--- src/hw/rtl/cau_pkg.sv ---
`timescale 1ns / 1ps
package cau_pkg;

  localparam int DATA_WIDTH_DEF = 16;
  localparam int FRAC_BITS_DEF  = 8;

  typedef enum logic [1:0] {
    KIND_ADD = 2'd0,
    KIND_SUB = 2'd1,
    KIND_MUL = 2'd2,
    KIND_DIV = 2'd3
  } kind_t;

  typedef struct packed {
    logic valid;
    logic is_div;
    logic dz;
    logic ovf;
    logic neg_re;
    logic neg_im;
    logic big_re;
    logic big_im;
  } ctrl_t;

endpackage

--- src/hw/rtl/cau_div_cell.sv ---
`timescale 1ns / 1ps
module cau_div_cell #(
  parameter int DATA_WIDTH = cau_pkg::DATA_WIDTH_DEF,
  parameter int FRAC_BITS  = cau_pkg::FRAC_BITS_DEF,
  parameter int BIT        = 0
) (
  input  logic                              clk,
  input  logic                              rst,
  input  logic                              en,
  input  logic [2*DATA_WIDTH+FRAC_BITS:0]   rem_re_i,
  input  logic [2*DATA_WIDTH+FRAC_BITS:0]   rem_im_i,
  input  logic [DATA_WIDTH:0]               q_re_i,
  input  logic [DATA_WIDTH:0]               q_im_i,
  input  logic [2*DATA_WIDTH-1:0]           den_i,
  input  logic signed [DATA_WIDTH-1:0]      m_re_i,
  input  logic signed [DATA_WIDTH-1:0]      m_im_i,
  input  cau_pkg::ctrl_t                    ctrl_i,
  output logic [2*DATA_WIDTH+FRAC_BITS:0]   rem_re_o,
  output logic [2*DATA_WIDTH+FRAC_BITS:0]   rem_im_o,
  output logic [DATA_WIDTH:0]               q_re_o,
  output logic [DATA_WIDTH:0]               q_im_o,
  output logic [2*DATA_WIDTH-1:0]           den_o,
  output logic signed [DATA_WIDTH-1:0]      m_re_o,
  output logic signed [DATA_WIDTH-1:0]      m_im_o,
  output cau_pkg::ctrl_t                    ctrl_o
);
  import cau_pkg::*;

  localparam int NW = 2 * DATA_WIDTH + 1 + FRAC_BITS;
  localparam int QW = DATA_WIDTH + 1;
  localparam int EW = NW + QW;

  logic [EW-1:0] dsh, re_x, im_x;
  logic          ge_re, ge_im;
  logic [NW-1:0] rem_re_next, rem_im_next;

  always_comb begin
    dsh   = EW'(den_i) << BIT;
    re_x  = EW'(rem_re_i);
    im_x  = EW'(rem_im_i);
    ge_re = re_x >= dsh;
    ge_im = im_x >= dsh;
    rem_re_next = ge_re ? NW'(re_x - dsh) : rem_re_i;
    rem_im_next = ge_im ? NW'(im_x - dsh) : rem_im_i;
  end

  always_ff @(posedge clk) begin
    if (rst) begin
      ctrl_o.valid <= 1'b0;
    end else if (en) begin
      ctrl_o.valid <= ctrl_i.valid;
    end
    if (en) begin
      rem_re_o <= rem_re_next;
      rem_im_o <= rem_im_next;
      q_re_o   <= q_re_i | (QW'(ge_re) << BIT);
      q_im_o   <= q_im_i | (QW'(ge_im) << BIT);
      den_o    <= den_i;
      m_re_o   <= m_re_i;
      m_im_o   <= m_im_i;
      ctrl_o.is_div <= ctrl_i.is_div;
      ctrl_o.dz     <= ctrl_i.dz;
      ctrl_o.ovf    <= ctrl_i.ovf;
      ctrl_o.neg_re <= ctrl_i.neg_re;
      ctrl_o.neg_im <= ctrl_i.neg_im;
      ctrl_o.big_re <= ctrl_i.big_re;
      ctrl_o.big_im <= ctrl_i.big_im;
    end
  end

endmodule

--- config.mk ---
export PLATFORM = sky130hd
export DESIGN_NAME = cau_div_cell
export DESIGN_NICKNAME = d
export VERILOG_FILES = /design/src/hw/rtl/cau_pkg.sv /design/src/hw/rtl/cau_div_cell.sv
export SDC_FILE = /design/constraint.sdc
export NUM_CORES = 1
export LEC_CHECK = 0
export BUFFER_PORTS_ARGS = -buffer_cell sky130_fd_sc_hd__buf_2
export CORE_MARGIN = 10
export CORE_UTILIZATION = 35
export CTS_BUF_LIST = sky130_fd_sc_hd__clkbuf_4 sky130_fd_sc_hd__clkbuf_8
export DETAILED_ROUTE_END_ITERATION = 8
export SLEW_MARGIN = 0
export SYNTH_ARGS = -nofsm -noshare
export SYNTH_HDL_FRONTEND = slang
export SYNTH_SLANG_ARGS = --single-unit
--- constraint.sdc ---
create_clock -name clk -period 6.9 [get_ports clk]
set_input_delay 1.035 -clock clk [delete_from_list [all_inputs] [get_ports clk]]
set_output_delay 1.035 -clock clk [all_outputs]
set_load 0.01 [all_outputs]
==> results of run 1 <==
-- routing by layer --
metal,vias up,global-route usage,part of all wire
li1,4123,-,-
met1,3896,0.206,0.41
met2,284,0.314,0.49
met3,30,0.0548,0.079
met4,4,0.0502,0.017
met5,-,0,0.00049
-- stage by stage --
step | power [W] | hold slack, ns | cells | utilization | setup slack (ns)
floorplan | 0.00187 | 0.528 | 902 | - | 3.35
CTS | 0.00293 | 0.519 | 1678 | 0.450 | 3.13
finish | 0.00289 | 0.516 | 1682 | 0.450 | 3.13
global placement | 0.00219 | 0.481 | 1646 | 0.437 | 2.68
global route | 0.00305 | 0.528 | 1680 | 0.450 | 2.94
detailed placement | 0.00219 | 0.490 | 1646 | 0.437 | 2.61
-- flip-flops by register name, summed over array words and instances (netlist names) --
signal and count:
m_im_o 16, m_re_o 16, q_re_o 17, ctrl_o 8
q_im_o 17, den_o 32, rem_im_o 41, rem_re_o 41
-- how the worst max path moves through the flow --
stage | slack (ns) | from | end
after global placement | 2.68 | den_i[1] | rem_im_o[6]$_DFFE_PP_
after floorplan | 3.35 | rem_re_i[0] | rem_re_o[40]$_DFFE_PP_
after global routing | 2.94 | den_i[1] | rem_im_o[1]$_DFFE_PP_
after detailed placement | 2.61 | den_i[1] | rem_im_o[9]$_DFFE_PP_
final | 3.13 | den_i[1] | rem_im_o[1]$_DFFE_PP_
after CTS | 3.13 | den_i[1] | rem_im_o[1]$_DFFE_PP_
-- power groups by stage --
stage | registers, W | logic [W] | clock network (W)
2_1_floorplan | 0.00154 | 0.000330 | 0
3_3_place_gp | 0.00147 | 0.000725 | 0
3_5_place_dp | 0.00147 | 0.000725 | 0
4_1_cts | 0.00144 | 0.000729 | 0.000759
5_1_grt | 0.00145 | 0.000793 | 0.000800
6_report | 0.00144 | 0.000721 | 0.000732
-- placed cells by master (no fill, tap or decap), drive strengths merged, types with 4 or more instances in the layout --
cell type	synthesis	routed
nand2	76	76
o21bai	13	13
clkinv	0	6
buf	10	380
nor3	15	15
nor4	6	6
o211ai	8	8
o21ai	58	58
nand2b	6	6
o31ai	4	4
clkbuf	11	18
inv	49	57
nor2	73	73
ha	64	64
a21oi	85	85
edfxtp	187	187
nand4	10	10
a21boi	6	6
a21o	30	30
and2	5	5
and3	4	4
or4	4	4
nand3	25	25
nor2b	8	8
diode	0	4
xor2	39	39
a221o	4	4
o21a	5	5
xnor2	32	32
a211oi	9	9
mux2	11	11
-- kinds of logic after synthesis --
family,Yosys count,synth area share
DFF,188,0.549
adders and majority gates,66,0.0820
muxes,13,0.0140
AOI/OAI and AO/OA,241,0.147
and+or+nand+nor,253,0.120
xor gates and xnor gates,71,0.0606
buffers and inverters,70,0.0271
-- critical path, stage by stage --
cell                      delay (ns)
sky130_fd_sc_hd__buf_2          0.10
sky130_fd_sc_hd__inv_1          0.21
sky130_fd_sc_hd__ha_1           0.32
sky130_fd_sc_hd__a21o_1         0.19
sky130_fd_sc_hd__a221o_1        0.42
sky130_fd_sc_hd__a21o_1         0.25
sky130_fd_sc_hd__a32oi_1        0.25
sky130_fd_sc_hd__nand3_2        0.44
sky130_fd_sc_hd__buf_4          0.44
sky130_fd_sc_hd__mux2_2         0.31
-- area by class of cell --
cell class | instances | area (um2)
Inverter | 49 | 184
Clock buffer | 17 | 234
Tap cell | 384 | 480
Fill cell | 2798 | 15800
Sequential cell | 188 | 5640
Timing Repair Buffer | 381 | 1920
Clock inverter | 15 | 149
Multi-Input combinational cell | 644 | 4350
Antenna cell | 4 | 10.0
==> results.md, run 1 <==
* Run status: finished, final reports clean
* Hold Path Origin: ctrl_o[7]$_SDFFE_PP0P_
* Max-slew violation count at 0
* Number of design-rule violations left by the first detailed-router iteration at roughly 430
* Number of rows created at floorplan at slightly above 60
* Number of instances on the worst hold path at 2
* Final Instance Area at 0.0130 mm2
* Leakage power of the design at ~5.6 nW
* Number of enable-type register cells in the synthesized netlist at roughly 190
* Fraction of power consumed by sequential logic at 0.498
* DIE HEIGHT at around 190 um
* Post-synthesis register bit count at about 190
* End point of the worst hold path: ctrl_o[7]$_SDFFE_PP0P_
* Arrival time worst endpoint at 4.01 ns
* VDD IR-drop max at between 0.15 and 0.2 mV
* Worst r2r dst: ctrl_o[7]$_SDFFE_PP0P_
* Final-report setup violation count at 0
* Number of global-route vias before repair at around 8400
* Root cell of the clock tree: sky130_fd_sc_hd__clkbuf_8
* Type of the worst setup path: primary input to register
* Core ar. at 0.0288 mm2
* Most used DFF post-synth: sky130_fd_sc_hd__edfxtp_1
* Length of the first detailed-routing pass in iterations at 5
* Endpoint kind of the worst setup timing path: register
* Final global-route overflow total at 0
* Origin of the critical flop-to-flop path: ctrl_o[7]$_SDFFE_PP0P_
* Clock-pin slew reported for the worst setup and hold paths after clock tree synthesis at around 0.11 ns
* Number of vias in the routed layout at roughly 8300
* Fmax at 0.265 GHz
* Count of instances resized after the clock tree is built at 0
* Setup total negative slack at 0 ns
* Post-detailed-route wirelength per cell at between 20 and 25 um
* First-pass GRT wire length at approximately 50000 um
* Startpoint type of the worst setup path: primary input
* Switch Pwr at about 0.00092 W
* Number of warnings reported in the yosys synthesis log at 0
* Switching power share of the total at 0.318
* Area after detailed placement at about 0.013 mm2
* Post-synthesis instance area at 0.0103 mm2
* Share of post-route cells with drive strength above 1 at 0.338
* Largest net degree at the start of global routing at between 100 and 150
* Antenna violations before repair at 6
* Worst Path Required at around 7 ns
* Final-stage net count at 1538
* Min Tclk post-route at about 3.8 ns
* Insertion delay to the later sink of the worst-skew pair at approximately 0.47 ns
* Maximum level of the CTS H-tree at 4
* Share of synthesized registers carrying an async set or reset at 0
* Routed Wire Length at roughly 35000 um
* Relative contribution of the clock network to total power at 0.253
* # clock sinks at ~190
* Worst-case headroom to the max-slew limit at 0.290
* Distinct cell type count after synthesis at 66
* Synthesized area per cell at roughly 11 um2
* Max-cap viol count at 0
* Die Outline Area at 0.0365 mm2
* Part of the power in combinational logic at 0.249
* Maximum number of buffers from clock root to sink at 2
* Internal power of the cells at around 0.0020 W
* Leading cell types by total area after synthesis: sky130_fd_sc_hd__edfxtp_1, sky130_fd_sc_hd__ha_1, sky130_fd_sc_hd__a21oi_1, sky130_fd_sc_hd__xor2_1, sky130_fd_sc_hd__nand2_1
* Setup slack of the most critical reg-to-reg path at between 6 and 7 ns
* HPWL reported at the end of detailed placement at around 28000 um
* Inserted Clock Buffers at 17
* Total routing usage reported by global routing at 0.179
* Number of hold buffers added after cts at 0
* Clock skew after layout at 0 ns
* Synth area leader: sky130_fd_sc_hd__edfxtp_1
* Sequential element share of the synthesized area at 0.549
* Fraction of post-synthesis cell area in the top cell type by area at 0.548
* Transition time at the pin with the least slew margin at around 1.1 ns
* Port Buf Inserts at about 380
* Number of nets in the synthesized netlist at between 1000 and 1500
* DRC violation count after routing at 0
* Worst hold-check path type: register to register
* Post-Syn Instances at approximately 900
* Path depth of the worst reg2reg path at 2
* Placer congestion estimate at between 0.9 and 1
* Critical path peak fanout at 36
* Final worst-path cycle share at 0.547
* Post-synth top cells: sky130_fd_sc_hd__edfxtp_1, sky130_fd_sc_hd__a21oi_1, sky130_fd_sc_hd__nand2_1, sky130_fd_sc_hd__nor2_1, sky130_fd_sc_hd__ha_1
* Count leader, synth: sky130_fd_sc_hd__edfxtp_1
* Power per unit of standard cell area at 223 mW/mm2
* Starting utilization of the core area at 0.356
* Remaining antenna violation count at 0
* RSZ-0062 raised after global routing: false
* Via density per instance at approximately 5.0
* I/O pin count at about 380
* Die extent in x at roughly 190 um
* Setup fix buffers added after clock tree synthesis at 0
* Area delta synth->final at 26.4%
* Final hold violation count at 0
* CTS tree: yes
No activity file was read; power rests on OpenSTA's default activity.
==> inputs of run 2 (changes only) <==
ABC_AREA = 1   (was unset)
clock period = 3.2 ns   (was 6.9 ns; I/O delays follow)
==> run 2 against run 1 <==
  * Combinational power increased to 2.7 times the previous value
  * Clock skew stayed put
  * Critical path depth grew 4
  * Design area grew 22%
  * Core utilization down 1.5 points
  * Die area increased by 23%
  * Hold slack lost 0.40 ns
  * Sequential cell count unchanged
  * Sequential power increased by 110%
  * Register-to-register slack lost 3.7 ns
==> results.md, run 2 <==
* Run status: finished, final reports clean
* Most frequent standard cell in the layout excluding fill and tap cells: sky130_fd_sc_hd__nand2_1
* Root cell of the clock tree: sky130_fd_sc_hd__clkbuf_8
* Maximum number of buffers from clock root to sink at 2
* Worst Path Required at about 3.6 ns
* I/O pin count at about 380
* Number of enable-type register cells in the synthesized netlist at roughly 190
* Most used DFF post-synth: sky130_fd_sc_hd__edfxtp_1
* Port Buf Inserts at around 380
* Maximum level of the CTS H-tree at 4
* Post-synthesis register bit count at ~190
* Number of rows created at floorplan at 70
* Placer congestion estimate at around 1.0
* Critical path endpoint: rem_re_o[18]$_DFFE_PP_
* Combinational family with the most area after synthesis: simple AND/OR/NAND/NOR gates
* Fraction of post-synthesis cell area in the top cell type by area at 0.437
* Routed Wire Length at between 50000 and 60000 um
* Number of hold buffers added after cts at 0
* Post-synthesis share of cell area spent on full adders, half adders and majority gates at 0.0654
* CTS tree: yes
* Post-Syn Instances at ~1800
* Min Tclk post-route at roughly 2.5 ns
* Distinct cell type count after synthesis at 31
* Total power at just under 0.007 W
* Total routing usage reported by global routing at 0.224
* Final-report setup violation count at 0
* Crit. Startpoint: den_i[31]
* Endpoint kind of the worst setup timing path: register
* Final global-route overflow total at 0
* Post-detailed-route wirelength per cell at 19.1 um
* Startpoint type of the worst setup path: primary input
* Post-synthesis xor/xnor area fraction at 0.0252
* Antenna violations before repair at 2
* Clock skew after layout at 0 ns
* First-pass GRT wire length at between 70000 and 80000 um
* Number of design-rule violations left by the first detailed-router iteration at 847
* Worst-case headroom to the max-slew limit at 0.587
* Share of synthesized registers carrying an async set or reset at 0
* Setup fix buffers added after clock tree synthesis at 0
* Share of post-route cells with drive strength above 1 at 0.224
* Sequential element share of the synthesized area at 0.438
* Cell chain of the critical path: buf_2 -> inv_1 -> ha_1 -> nand2_1 -> nor2_2 -> nand2_1 -> nor2_1 -> nand3b_1 -> nand2_1 -> inv_2 -> nand2_4 -> buf_4 -> nand3_1 -> nand2_1
* Remaining antenna violation count at 0
* Number of nets in the synthesized netlist at about 2000
* # clock sinks at roughly 190
* Number of antenna repair diodes at 0
* Post-synthesis compound-gate area fraction at 0.0316
* Via density per instance at 4.67
* Origin of the critical flop-to-flop path: ctrl_o[7]$_SDFFE_PP0P_
* Count leader, synth: sky130_fd_sc_hd__nand2_1
* Starting utilization of the core area at 0.353
* Worst path bufs/invs at 4
* Setup slack of the most critical reg-to-reg path at between 2 and 3 ns
* Cell with the biggest individual delay on the critical path: sky130_fd_sc_hd__ha_1
* Die Outline Area at 0.0448 mm2
* Most used cells in the layout excluding fill and tap cells: sky130_fd_sc_hd__nand2_1, sky130_fd_sc_hd__buf_2, sky130_fd_sc_hd__inv_1, sky130_fd_sc_hd__edfxtp_1, sky130_fd_sc_hd__nor2_1
* Post-synthesis instance area at about 0.013 mm2
* Type of the worst setup path: primary input to register
* Area delta synth->final at 23.5%
* Number of global-route vias before repair at around 12000
* Core ar. at approximately 0.036 mm2
* Simple logic cell fraction of the synthesized area at 0.332
* Insertion delay to the later sink of the worst-skew pair at 0.51 ns
* Post-synth top cells: sky130_fd_sc_hd__nand2_1, sky130_fd_sc_hd__inv_1, sky130_fd_sc_hd__edfxtp_1, sky130_fd_sc_hd__nor2_1, sky130_fd_sc_hd__nand3_1
* Clock-pin slew reported for the worst setup and hold paths after clock tree synthesis at about 0.11 ns
* Worst r2r dst: ctrl_o[7]$_SDFFE_PP0P_
* Largest net degree at the start of global routing at 65
* Die extent in x at roughly 210 um
* RSZ-0062 raised after global routing: false
* Fmax at approximately 0.40 GHz
* Worst hold-check path type: primary input to register
* DRC violation count after routing at 0
* Synth area leader: sky130_fd_sc_hd__edfxtp_1
* Count of instances resized after the clock tree is built at 0
* HPWL reported at the end of detailed placement at approximately 44000 um
* Length of the first detailed-routing pass in iterations at 5
* Synthesized area per cell at 7.31 um2
* Path depth of the worst reg2reg path at 2
* Crit path max-delay family: simple AND/OR/NAND/NOR gates
* Max-cap viol count at 0
* Number of vias in the routed layout at 12300
* Setup total negative slack at 0 ns
* Mux cell area share after synthesis at 0.000779
* Leakage power of the design at roughly 8.5 nW
* DIE HEIGHT at between 200 and 250 um
* Power per unit of standard cell area at 428 mW/mm2
* Arrival time worst endpoint at 2.88 ns
* Most repeated library cell on the critical path: sky130_fd_sc_hd__nand2_1
* Number of warnings reported in the yosys synthesis log at 0
* Leading cell types by total area after synthesis: sky130_fd_sc_hd__edfxtp_1, sky130_fd_sc_hd__nand2_1, sky130_fd_sc_hd__inv_1, sky130_fd_sc_hd__ha_1, sky130_fd_sc_hd__nor2_1
* Inserted Clock Buffers at 17
* Delay of the slowest cell on the worst path at roughly 0.43 ns
* Max-slew violation count at 0
* Critical path peak fanout at 20
* Instance count on the critical path at 14
* Final hold violation count at 0
* Registers with the highest flip-flop counts: rem_im_o (41), rem_re_o (41), den_o (32)
* Final worst-path cycle share at 0.782
* VDD IR-drop max at 0.252 mV
* Final-stage net count at 2419
* Transition time at the pin with the least slew margin at 0.619 ns
## run 2: through the flow
| step | hold slack (ns) | cells | utilization | worst slack [ns] | cell area (um2) |
|---|---|---|---|---|---|
| after floorplan | 0.528 | 1759 | - | 0.932 | 12900 |
| after global routing | 0.0653 | 2643 | 0.436 | 0.519 | 15900 |
| after detailed placement | 0.500 | 2611 | 0.423 | 0.186 | 15400 |
| after CTS | 0.0697 | 2643 | 0.436 | 0.738 | 15900 |
| final | 0.112 | 2643 | 0.436 | 0.698 | 15900 |
| after global placement | 0.473 | 2611 | 0.423 | 0.192 | 15400 |
## run 2: routing by layer
layer  part of all wire  track usage
met3              0.065       0.0458
met4              0.019       0.0573
met1               0.42        0.265
met5            0.00040            0
met2               0.50        0.402
## run 2: worst min path at each step
| stage | cells past startpoint | to | slack [ns] | startpoint |
|---|---|---|---|---|
| after floorplan | 2 | ctrl_o[7]$_SDFFE_PP0P_ | 0.53 | ctrl_o[7]$_SDFFE_PP0P_ |
| after global placement | 2 | ctrl_o[7]$_SDFFE_PP0P_ | 0.47 | ctrl_o[7]$_SDFFE_PP0P_ |
| after detailed placement | 2 | ctrl_o[7]$_SDFFE_PP0P_ | 0.50 | ctrl_o[7]$_SDFFE_PP0P_ |
| after CTS | 2 | ctrl_o[7]$_SDFFE_PP0P_ | 0.07 | rst |
| after global routing | 2 | ctrl_o[7]$_SDFFE_PP0P_ | 0.07 | rst |
| final | 2 | ctrl_o[7]$_SDFFE_PP0P_ | 0.11 | rst |
## run 2: area by class of cell
class | instances | area, um2
timing repair buffer | 398 | 2100
multi-input combinational | 1223 | 5850
inverter | 334 | 1250
clock inverter | 15 | 215
sequential | 188 | 5640
fill | 3788 | 20600
tap | 468 | 586
clock buffer | 17 | 234
## run 2: power breakdown
group          switching [W]  total (W)  internal, W
logic                0.00128    0.00195     0.000673
clock network        0.00107    0.00176     0.000690
registers          0.0000666    0.00309      0.00303
## run 2: cells by family (layout without fill, tap and decap cells)
group	count (synthesis)	count (layout)
buf+inv	348	764
simple gates	1050	1050
xor+xnor	37	37
fa+ha+maj	66	66
flops	188	188
compound gates	69	69
mux	1	1
