--- config.mk ---
export PLATFORM = sky130hd
export DESIGN_NAME = cau_back
export DESIGN_NICKNAME = d
export VERILOG_FILES = /design/src/hw/rtl/cau_pkg.sv /design/src/hw/rtl/cau_back.sv
export SDC_FILE = /design/constraint.sdc
export NUM_CORES = 1
export LEC_CHECK = 0
export ABC_AREA = 1
export BUFFER_PORTS_ARGS = -buffer_cell sky130_fd_sc_hd__buf_2
export CAP_MARGIN = 20
export CORE_ASPECT_RATIO = 0.5
export CORE_MARGIN = 1
export CORE_UTILIZATION = 44
export DETAILED_ROUTE_END_ITERATION = 12
export PLACE_DENSITY = 0.84
export REMOVE_ABC_BUFFERS = 1
export SLEW_MARGIN = 10
export SYNTH_ARGS = -nofsm -noshare
export SYNTH_HDL_FRONTEND = slang
export SYNTH_SLANG_ARGS = --single-unit
--- constraint.sdc ---
create_clock -name clk -period 1.4 [get_ports clk]
set_input_delay 0 -clock clk [delete_from_list [all_inputs] [get_ports clk]]
set_output_delay 0 -clock clk [all_outputs]
set_load 0.05 [all_outputs]
--- src/hw/rtl/cau_pkg.sv ---
`timescale 1ns / 1ps
package cau_pkg;

  localparam int DATA_WIDTH_DEF = 16;
  localparam int FRAC_BITS_DEF  = 8;

  typedef enum logic [1:0] {
    KIND_ADD = 2'd0,
    KIND_SUB = 2'd1,
    KIND_MUL = 2'd2,
    KIND_DIV = 2'd3
  } kind_t;

  typedef struct packed {
    logic valid;
    logic is_div;
    logic dz;
    logic ovf;
    logic neg_re;
    logic neg_im;
    logic big_re;
    logic big_im;
  } ctrl_t;

endpackage

--- src/hw/rtl/cau_back.sv ---
`timescale 1ns / 1ps
module cau_back #(
  parameter int DATA_WIDTH = cau_pkg::DATA_WIDTH_DEF
) (
  input  logic                          clk,
  input  logic                          rst,
  input  logic                          en,
  input  logic [DATA_WIDTH:0]           q_re,
  input  logic [DATA_WIDTH:0]           q_im,
  input  logic signed [DATA_WIDTH-1:0]  m_re,
  input  logic signed [DATA_WIDTH-1:0]  m_im,
  input  cau_pkg::ctrl_t                ctrl,
  output logic                          out_valid,
  output logic signed [DATA_WIDTH-1:0]  res_real,
  output logic signed [DATA_WIDTH-1:0]  res_imag,
  output logic                          overflow,
  output logic                          divide_by_zero
);
  import cau_pkg::*;

  localparam int DW = DATA_WIDTH;
  localparam int QW = DATA_WIDTH + 1;
  localparam logic signed [QW:0] MAXD = (QW+1)'((64'd1 << (DW - 1)) - 64'd1);
  localparam logic signed [QW:0] MIND = -MAXD - (QW+1)'(1);

  function automatic logic [DW:0] fin(input logic [QW-1:0] q, input logic neg,
                                      input logic big);
    logic signed [QW:0] s;
    logic [DW:0]        r;
    s = neg ? -$signed({1'b0, q}) : $signed({1'b0, q});
    if (big) r = neg ? {1'b1, MIND[DW-1:0]} : {1'b1, MAXD[DW-1:0]};
    else if (s > MAXD) r = {1'b1, MAXD[DW-1:0]};
    else if (s < MIND) r = {1'b1, MIND[DW-1:0]};
    else r = {1'b0, s[DW-1:0]};
    return r;
  endfunction

  logic [DW:0] fr, fi;
  logic signed [DW-1:0] re_next, im_next;
  logic ovf_next;

  always_comb begin
    fr = fin(q_re, ctrl.neg_re, ctrl.big_re);
    fi = fin(q_im, ctrl.neg_im, ctrl.big_im);
    if (!ctrl.is_div) begin
      re_next  = m_re;
      im_next  = m_im;
      ovf_next = ctrl.ovf;
    end else if (ctrl.dz) begin
      re_next  = '0;
      im_next  = '0;
      ovf_next = 1'b0;
    end else begin
      re_next  = fr[DW-1:0];
      im_next  = fi[DW-1:0];
      ovf_next = fr[DW] | fi[DW];
    end
  end

  always_ff @(posedge clk) begin
    if (rst) begin
      out_valid <= 1'b0;
    end else if (en) begin
      out_valid <= ctrl.valid;
    end
    if (en) begin
      res_real       <= re_next;
      res_imag       <= im_next;
      overflow       <= ovf_next;
      divide_by_zero <= ctrl.is_div & ctrl.dz;
    end
  end

endmodule

==> impl_results.md, run 1 <==
- RSZ-0062 raised after global routing: yes
- Fin Clk Skew: 0 ns
- FP Rows: 19
- Reg clk slew, reported paths: 0.06 ns
- Drt first-iter violations: approximately 230
- Drt total wl: between 7000 and 8000 µm
- Post-Synthesis Cells: ~400
- Ys Warns: 0
- MaxCap Viol Count: 0
- Share of the synthesized area in the top cell type: ~37%
- Maximum VDD drop: around 0.00056 V
- Synthesis-to-finish area growth: 57.8%
- Critical path class: input port to register
- P_sw: roughly 1.3 mW
- CTS tree: built
- Drt first pass iters: 5
- Total track usage: 23.4%
- Number of buffers created by CTS: 5
- Clk_lat worst skew: ~0.28 ns
- Hold/Removal Path Class: input port to register
- Finished Core Util: approximately three quarters
- Yosys cell types: 27
- F_max: about 730 MHz
- Syn avg cell area: between 6 and 7 µm²
- Die width: between 100 and 150 µm
- Worst-margin pin slew: just over 0.6 ns
- Hold Vio Cnt, Final: 1
- Hpwl dp: around 5500 µm
- Core area: about 0.0057 mm²
- Longest Clk Path Bufs: 2
- Post-Syn Area: 0.00273 mm²
- Yosys top cell by area: edfxtp_1
- Die area: roughly 0.0065 mm²
- Register bit total from synthesis: 35
- Die H: between 50 and 60 µm
- Final setup margin: ~0.034 ns
- Vias: 3,178
- Fin Hold WS: -0.000656 ns
- Grt total ovfl: 0
- First-pass GRT wire length: 12,100 µm
- Worst setup SP type: input port
- Crit path time final: between 1 and 1.5 ns
- Layout cell share with drive strength beyond 1: between 30% and 40%
- Max-slew violation count: 0
- Crit Path Max Fanout: 7
- Starting Density: around 48%
- Ports: between 100 and 150
- Nets: roughly 670
- Power per cell area: ~860 mW/mm²
- Pre-CTS setup slack: -0.315 ns
- P_int: 2.41 mW
- Via-per-instance ratio: ~4.7
- Gate power share: between 30% and 40%
- Mean routed wirelength per cell: approximately 12 µm
- Largest net degree at the start of global routing: 36
- H-tree depth: 2
- P_leak: about 2.2 nW
- Commonest non-fill, non-tap cell in the layout: nand2_1
- Violated checks: negative hold slack
- Final setup fails: 0
- Fin crit share: a little over nine tenths
- Clock share of power: just under 30%
- Ranking of synthesized cells by area: edfxtp_1 (37%), nand2_1 (27%), xor2_1 (5.8%)
- Crit path arrival time: 1.40 ns
- Clk root buf: clkbuf_16
- Outcome: finished, violations left
- Flop pwr share: between 30% and 40%
- Slew headroom: about three fifths
- # DRC: 0
- Sequential element share of the synthesized area: 38.2%
- Sw frac: about a third
- Routability congestion estimate: around 0.85
- Sink Count: 35
- Antenna Nets Post-Route: 0
- Critical path endpoint category: register
- Vias in the first global route: a little under 3,000
- Most frequent cells in the layout: nand2_1 (193), buf_2 (112), buf_4 (56)
- Ant. Diodes: 0
- Initial antenna violation count: 0
- WP data required: about 1.4 ns
- I/O Buffers: approximately 110
-- worst max-delay path, stage by stage --
cell and delay (ns):
buf_2 0.11, inv_2 0.07, ha_4 0.15, nand3_4 0.08, o21ai_4 0.18, nand2_2 0.08
nand2_2 0.08, nand3_2 0.09, o21ai_4 0.20, buf_6 0.16, nand3_1 0.07, nand2_1 0.07
nand2_1 0.05
-- what timing repair did --
| item | CTS | global route |
|---|---|---|
| setup buffers | 0 | 2 |
| pin swaps | 0 | 17 |
| endpoints found under the hold margin | 21 | 0 |
| gates resized for setup | 1 | 28 |
| hold buffers | 21 | 0 |
| cloned | 0 | 4 |
| setup endpoints to repair | 1 | 30 |
-- Yosys cell counts --
master      n
a21oi_1     7
a31oi_1     2
buf_2       4
buf_6       4
clkbuf_1    3
clkinv_1    1
dfxtp_1     1
edfxtp_1   34
ha_1        2
inv_1      26
inv_2       5
mux2i_1     1
nand2_1   199
nand2_2     6
nand2_4     1
nand3_1     8
nand3_2     3
nor2_1     36
nor2_2      6
nor2_4      2
o21ai_0    10
o21ai_1     2
o21ai_2     2
o21ai_4     2
o31ai_1     2
xnor2_1     7
xor2_1     18
-- per-stage QoR --
stage / power [mW] / instance area [µm²] / TNS, ns / hold slack, ns / cells
finish: 3.72 / 4300 / 0 / -0.000656 / 672
global placement: 2.51 / 3780 / -5.54 / 0.157 / 637
CTS: 3.66 / 4140 / 0 / 0.00101 / 666
detailed placement: 2.53 / 3780 / -7.50 / 0.173 / 637
floorplan: 2.06 / 2650 / -8.60 / 0.0724 / 383
global route: 3.89 / 4300 / -0.882 / 0.0140 / 672
-- sequential cells by signal, indices dropped and copies added, names as in the netlist --
register	cells
divide_by_zero	1
out_valid	1
overflow	1
res_imag	16
res_real	16
-- layer usage --
metal | routed length [µm] | share of wire [%] | GRT usage, %
met2 | 4040 | 51 | 45.4
met4 | 141 | 1.8 | 10.2
met1 | 3390 | 43 | 26.3
met3 | 406 | 5.1 | 3.35
met5 | 0 | 0 | 0
-- power by group through the flow --
stage               sequential [mW]  combinational [mW]  clock (mW)
CTS                            1.29                1.27        1.09
detailed placement             1.31                1.22           0
global placement               1.31                1.20           0
finish                         1.29                1.35        1.08
global route                   1.30                1.45        1.14
floorplan                      1.67               0.397           0
-- layout make-up --
class | count | area (µm²)
clock buffers | 5 | 125
clock inverters | 3 | 20.0
fillers | 435 | 1430
inverters | 32 | 120
multi-input cells | 318 | 1600
flip-flops and latches | 35 | 1040
well taps | 84 | 105
repair buffers | 195 | 1290
-- path summary, 6_finish.rpt --
path                          startpoint                     end  slack, ns  cells after the start
hold / removal                   m_im[8]   res_imag[8]$_DFFE_PP_    -0.0007                      3
setup reg to reg  out_valid$_SDFFE_PP0P_  out_valid$_SDFFE_PP0P_       0.77                      2
hold reg to reg   out_valid$_SDFFE_PP0P_  out_valid$_SDFFE_PP0P_       0.54                      2
setup / recovery                 q_re[1]      overflow$_DFFE_PP_       0.03                     13
-- kinds of logic after synthesis --
family / share of synthesized area, %
buf+inv: 7.21
mux: 0.367
simple gates: 38.9
compound gates: 6.34
fa+ha+maj: 0.918
xor+xnor: 8.03
flops: 38.2
Power figures use the tool's default switching activity.
==> inputs of run 2 (changes only) <==
--- a/config.mk
+++ b/config.mk
@@ -13,7 +13,6 @@
 export CORE_UTILIZATION = 44
 export DETAILED_ROUTE_END_ITERATION = 12
 export PLACE_DENSITY = 0.84
-export REMOVE_ABC_BUFFERS = 1
 export SLEW_MARGIN = 10
 export SYNTH_ARGS = -nofsm -noshare
 export SYNTH_HDL_FRONTEND = slang
==> run 2 against run 1 <==
- the run still ends with negative hold slack left
- global-route usage fell by 0.33 points
- sequential power barely moved
- power rose by 5.8%
- critical path depth rose by 2
- fmax fell by 2.0%
- register-to-register slack got worse by 0.55 ns
- largest power group unchanged
- worst setup slack got worse by 0.028 ns
- cell count fell by 1.2%
- routed wire length rose by 0.34%
- die area did not move
- sequential cell count did not move
- clock-buffer cell count did not move
- highest routed layer unchanged
==> impl_results.md, run 2 (synthesized netlist as in run 1, its figures left out) <==
- Via-per-instance ratio: 4.68
- Die H: 57.7 µm
- Clk root buf: clkbuf_16
- P_leak: around 2.2 nW
- FP Rows: 19
- Crit-path most repeated cell: nand2_1
- Core area: approximately 0.0057 mm²
- Drt total wl: around 8000 µm
- Syn Nets: roughly 470
- Finished Core Util: about three quarters
- Power per cell area: 908 mW/mm²
- Nets: between 600 and 700
- Placed cells: between 600 and 700
- Hold/Removal Path Class: input port to register
- Die width: 113 µm
- Layout cell share with drive strength beyond 1: around 39%
- Fin Hold WS: -0.000385 ns
- Drt first-iter violations: 206
- WP data required: ~1.4 ns
- Worst path slowest cell: o21ai_4
- Worst-margin pin slew: 0.914 ns
- Antenna Nets Post-Route: 0
- First-pass GRT wire length: between 10,000 and 15,000 µm
- Crit path time final: ~1.4 ns
- Vias: roughly 3,100
- Largest net degree at the start of global routing: 34
- Max-slew violation count: 0
- Clock share of power: approximately a third
- P_sw: 1.32 mW
- Overall Power: between 3 and 4 mW
- I/O Buffers: roughly 110
- # DRC: 0
- Critical path class: input port to register
- Critical path endpoint category: register
- Crit Path Max Fanout: 6
- Drt first pass iters: 5
- Critical Path, Cell by Cell: buf_2 > inv_2 > ha_4 > nand3_4 > o21ai_4 > nand2_1 > nand2_1 > nand2_2 > nand2_2 > nand2_4 > buf_12 > nand2_1 > nand2_1 > nand2_1 > nand2_1
- Slowest stage delay, CP: between 0.15 and 0.2 ns
- CTS tree: built
- Hpwl dp: around 5500 µm
- Fin cells: ~660
- RSZ-0062 raised after global routing: yes
- Worst Path Buf+Inv: 3
- Sw frac: 33.7%
- Reg clk slew, reported paths: 0.06 ns
- Maximum VDD drop: around 0.0006 V
- Most frequent cells in the layout: nand2_1 (190), buf_2 (110), buf_4 (50)
- Delay-heaviest family, CP: simple AND/OR/NAND/NOR gates
- Fin crit share: 99.5%
- Flop pwr share: between 30% and 40%
- Total track usage: between 20% and 30%
- H-tree depth: 2
- P_int: about 2.6 mW
- Mean routed wirelength per cell: 12.1 µm
- Sink Count: 35
- Initial antenna violation count: 0
- Top flop regs: res_imag x16, res_real x16
- Worst setup SP type: input port
- Crit path arrival time: 1.43 ns
- Ports: approximately 110
- Outcome: finished, violations left
- Hold Vio Cnt, Final: 1
- Slew headroom: roughly two fifths
- Number of buffers created by CTS: 5
- Fin Clk Skew: 0 ns
- Gate power share: between 30% and 40%
- Starting Density: between 40% and 50%
- Grt total ovfl: 0
- Routability congestion estimate: approximately 0.86
- Final setup fails: 0
- Commonest non-fill, non-tap cell in the layout: nand2_1
- Synthesis-to-finish area growth: 59.0%
- Vias in the first global route: between 2,000 and 3,000
- Longest Clk Path Bufs: 2
- MaxCap Viol Count: 0
- Violated checks: negative hold slack
- Area post-placement: between 0.003 and 0.004 mm²
- Clk_lat worst skew: around 0.28 ns
- F_max: 718 MHz
- Die area: around 0.0065 mm²
- Fin area: approximately 0.0043 mm²
- Ant. Diodes: 0
run 2: cell count changes in the layout (fill, tap and decap cells not counted), moves of 2 or more:
cell     before  now
nor2_2        8   10
o21ai_2       2    0
nor2_1       32   29
nand2_1     193  190
buf_2       112  110
nand2_2      11   14
inv_4         0    2
buf_4        56   50
nand3_2       5    3
run 2: metal layers:
metal | part of all wire, % | wire length, µm | global-route usage (%)
met5 | 0 | 0 | 0
met4 | 0.85 | 68 | 5.26
met3 | 5.4 | 436 | 4.29
met2 | 52 | 4130 | 43.6
met1 | 42 | 3370 | 27.9
run 2: path summary, 6_finish.rpt:
check | startpoint | end | slack (ns) | depth (start not counted)
worst max-delay path | q_im[0] | res_imag[3]$_DFFE_PP_ | 0.006 | 15
worst min-delay path | m_im[2] | res_imag[2]$_DFFE_PP_ | -0.0004 | 3
worst max register to register | out_valid$_SDFFE_PP0P_ | out_valid$_SDFFE_PP0P_ | 0.22 | 3
worst min register to register | out_valid$_SDFFE_PP0P_ | out_valid$_SDFFE_PP0P_ | 1.11 | 3
run 2: power by group through the flow:
stage	logic, mW	registers (mW)	clock network (mW)
floorplan	0.437	1.67	0
global placement	1.21	1.31	0
detailed placement	1.23	1.31	0
CTS	1.27	1.29	1.29
global route	1.47	1.30	1.35
finish	1.37	1.29	1.27
run 2: layout make-up:
cell class | count | area [µm²]
clock inverters | 3 | 43.8
clock buffers | 5 | 125
multi-input cells | 317 | 1620
fillers | 442 | 1400
repair buffers | 188 | 1270
inverters | 32 | 125
well taps | 84 | 105
flip-flops and latches | 35 | 1040
run 2: worst register-to-register path, stage by stage, from the launching register on:
cell and delay [ns]:
dfxtp_1 0.31, mux2i_1 0.13, nor2_1 0.06, dlygate4sd3_1 0.57
run 2: metrics by stage:
step	setup TNS, ns	worst slack (ns)
final	0	0.00639
after global routing	-0.774	-0.0772
after CTS	0	0.0393
after detailed placement	-5.91	-0.246
after global placement	-4.72	-0.175
after floorplan	0	0.00410
run 2: repair_timing:
item                                    CTS  global route
endpoints found under the setup margin    0            25
gates resized for setup                   0            34
hold buffers                             19             1
hold endpoints to repair                 18             1
buffers inserted                          0             2
==> inputs of run 3 (changes only) <==
--- a/config.mk
+++ b/config.mk
@@ -8,9 +8,11 @@
 export ABC_AREA = 1
 export BUFFER_PORTS_ARGS = -buffer_cell sky130_fd_sc_hd__buf_2
 export CAP_MARGIN = 20
+export CELL_PAD_IN_SITES_DETAIL_PLACEMENT = 1
+export CELL_PAD_IN_SITES_GLOBAL_PLACEMENT = 1
 export CORE_ASPECT_RATIO = 0.5
 export CORE_MARGIN = 1
-export CORE_UTILIZATION = 44
+export CORE_UTILIZATION = 30
 export DETAILED_ROUTE_END_ITERATION = 12
 export PLACE_DENSITY = 0.84
 export SLEW_MARGIN = 10
==> run 3 against run 2 <==
- the run now ends clean
- cell area grew 5.2%
- cell count grew 5.7%
- clock skew is the same
- utilization shrank 24 points
- clock power is essentially flat
- sequential share of layout area shrank 1.2 points
- routed wire length grew 24%
- critical path type unchanged
- largest cell class unchanged
- highest routed layer unchanged
==> impl_results.md, run 3 (synthesized netlist as in run 1, its figures left out) <==
- P_leak: between 2 and 2.5 nW
- F_max: roughly 730 MHz
- Max-slew violation count: 0
- Outcome: completed
- Antenna Nets Post-Route: 0
- Critical path class: input port to register
- Starting Density: a little under a third
- Crit path time final: 1.37 ns
- CTS tree: built
- Fin Clk Skew: 0 ns
- Worst-margin pin slew: 0.990 ns
- First-pass GRT wire length: between 10,000 and 15,000 µm
- Number of buffers created by CTS: 5
- Routability congestion estimate: around 0.8
- Top flop regs: res_imag x16, res_real x16
- Crit Path Max Fanout: 5
- Core area: approximately 0.0088 mm²
- Vias: about 3,200
- Sink Count: 35
- Drt first-iter violations: between 100 and 150
- Initial antenna violation count: 0
- Syn Nets: 473
- Storage cell area: around 0.0010 mm²
- Die H: 69.4 µm
- Commonest non-fill, non-tap cell in the layout: nand2_1
- Synthesis-to-finish area growth: 67.4%
- Ports: 112
- Hold Vio Cnt, Final: 0
- Final setup fails: 0
- Clk root buf: clkbuf_16
- Hpwl dp: between 6000 and 7000 µm
- Finished Core Util: a little over half
- Fin crit share: 98.1%
- Hold/Removal Path Class: input port to register
- RSZ-0062 raised after global routing: yes
- Slew headroom: between 30 and 40%
- Worst setup SP type: input port
- Overall Power: a little over 4 mW
- Drt total wl: approximately 10000 µm
- Via-per-instance ratio: 4.51
- Drt first pass iters: 4
- WP data required: ~1.4 ns
- H-tree depth: 2
- Die width: 137 µm
- Clk_lat worst skew: ~0.28 ns
- Critical path endpoint category: register
- FP Rows: 24
- Power per cell area: about 890 mW/mm²
- Crit path arrival time: about 1.4 ns
- Vias in the first global route: 3,329
- Die area: about 0.0095 mm²
- Maximum VDD drop: 0.000517 V
- Layout cell share with drive strength beyond 1: between 40 and 50%
- Total track usage: between 20 and 25%
- Multi-input logic area: around 0.0017 mm²
- Grt total ovfl: 0
- Mean routed wirelength per cell: about 14 µm
- Nets: 663
- Most frequent cells in the layout: nand2_1 (171), buf_2 (103), buf_4 (58)
- I/O Buffers: around 110
- Ant. Diodes: 0
- MaxCap Viol Count: 0
- Reg clk slew, reported paths: 0.05 ns
- Largest net degree at the start of global routing: 34
- Layout fillers: 1,111
- # DRC: 0
- Longest Clk Path Bufs: 2
[run 3: changes by cell type in the layout (fill, tap and decap cells not counted), sizes merged]
cell and change:
buf +12, clkbuf -1, clkinv -2, clkinvlp +1, dlygate4sd3 -5
[run 3: power by group]
part	switching [mW]	internal (mW)	leakage (nW)
combinational	0.934	0.543	1.86
sequential	0.0237	1.27	0.338
clock	0.437	0.841	0.0771
[run 3: area by class of cell]
class                      count  share of cell area [%]
sequential                    35                    22.8
timing repair buffer         193                    29.2
multi-input combinational    317                    38.2
clock buffer                   6                    2.83
clock inverter                 2                   0.823
inverter                      32                    2.96
tap                          117                    3.21
[run 3: worst paths after layout]
check	start	endpoint	slack, ns	depth (start not counted)
max reg2reg	out_valid$_SDFFE_PP0P_	out_valid$_SDFFE_PP0P_	0.26	3
min	m_re[3]	res_real[3]$_DFFE_PP_	0.0002	3
min reg2reg	out_valid$_SDFFE_PP0P_	out_valid$_SDFFE_PP0P_	1.04	3
max	q_re[9]	res_real[12]$_DFFE_PP_	0.03	12
[run 3: through the flow]
stage | worst slack (ns) | hold WS [ns] | setup TNS (ns) | instance area (µm²) | instances
after floorplan | 0.00410 | 0.0724 | 0 | 2750 | 394
after global placement | -0.204 | 0.156 | -5.47 | 3810 | 666
after detailed placement | -0.341 | 0.162 | -7.65 | 3810 | 666
after CTS | -0.00686 | 0.0000138 | -0.00686 | 4230 | 695
after global routing | -0.0857 | 0.00614 | -0.747 | 4560 | 702
final | 0.0271 | 0.000235 | 0 | 4560 | 702
[run 3: routing by layer]
| metal | GRT usage, % | up-vias | wire length, µm |
|---|---|---|---|
| li1 | - | 1604 | - |
| met1 | 23.6 | 1490 | 4240 |
| met2 | 37.8 | 61 | 5340 |
| met3 | 3.00 | 10 | 289 |
| met4 | 5.13 | 0 | 91 |
| met5 | 0 | - | 0 |
[run 3: timing repair]
action	CTS	global route
gates resized for setup	9	90
setup buffers	5	5
setup endpoints to repair	11	31
hold buffers	15	0
pin swaps	7	47
hold endpoints to repair	14	0
cloned	1	2
[run 3: critical path, stage by stage]
cell	delay (ns)
buf_2	0.12
nor2_1	0.17
nand2_1	0.10
o21ai_2	0.19
nand2_2	0.07
nand2_2	0.07
nand3_2	0.08
o21ai_4	0.25
buf_6	0.18
nand2_2	0.05
nand2_1	0.06
nand2_1	0.06
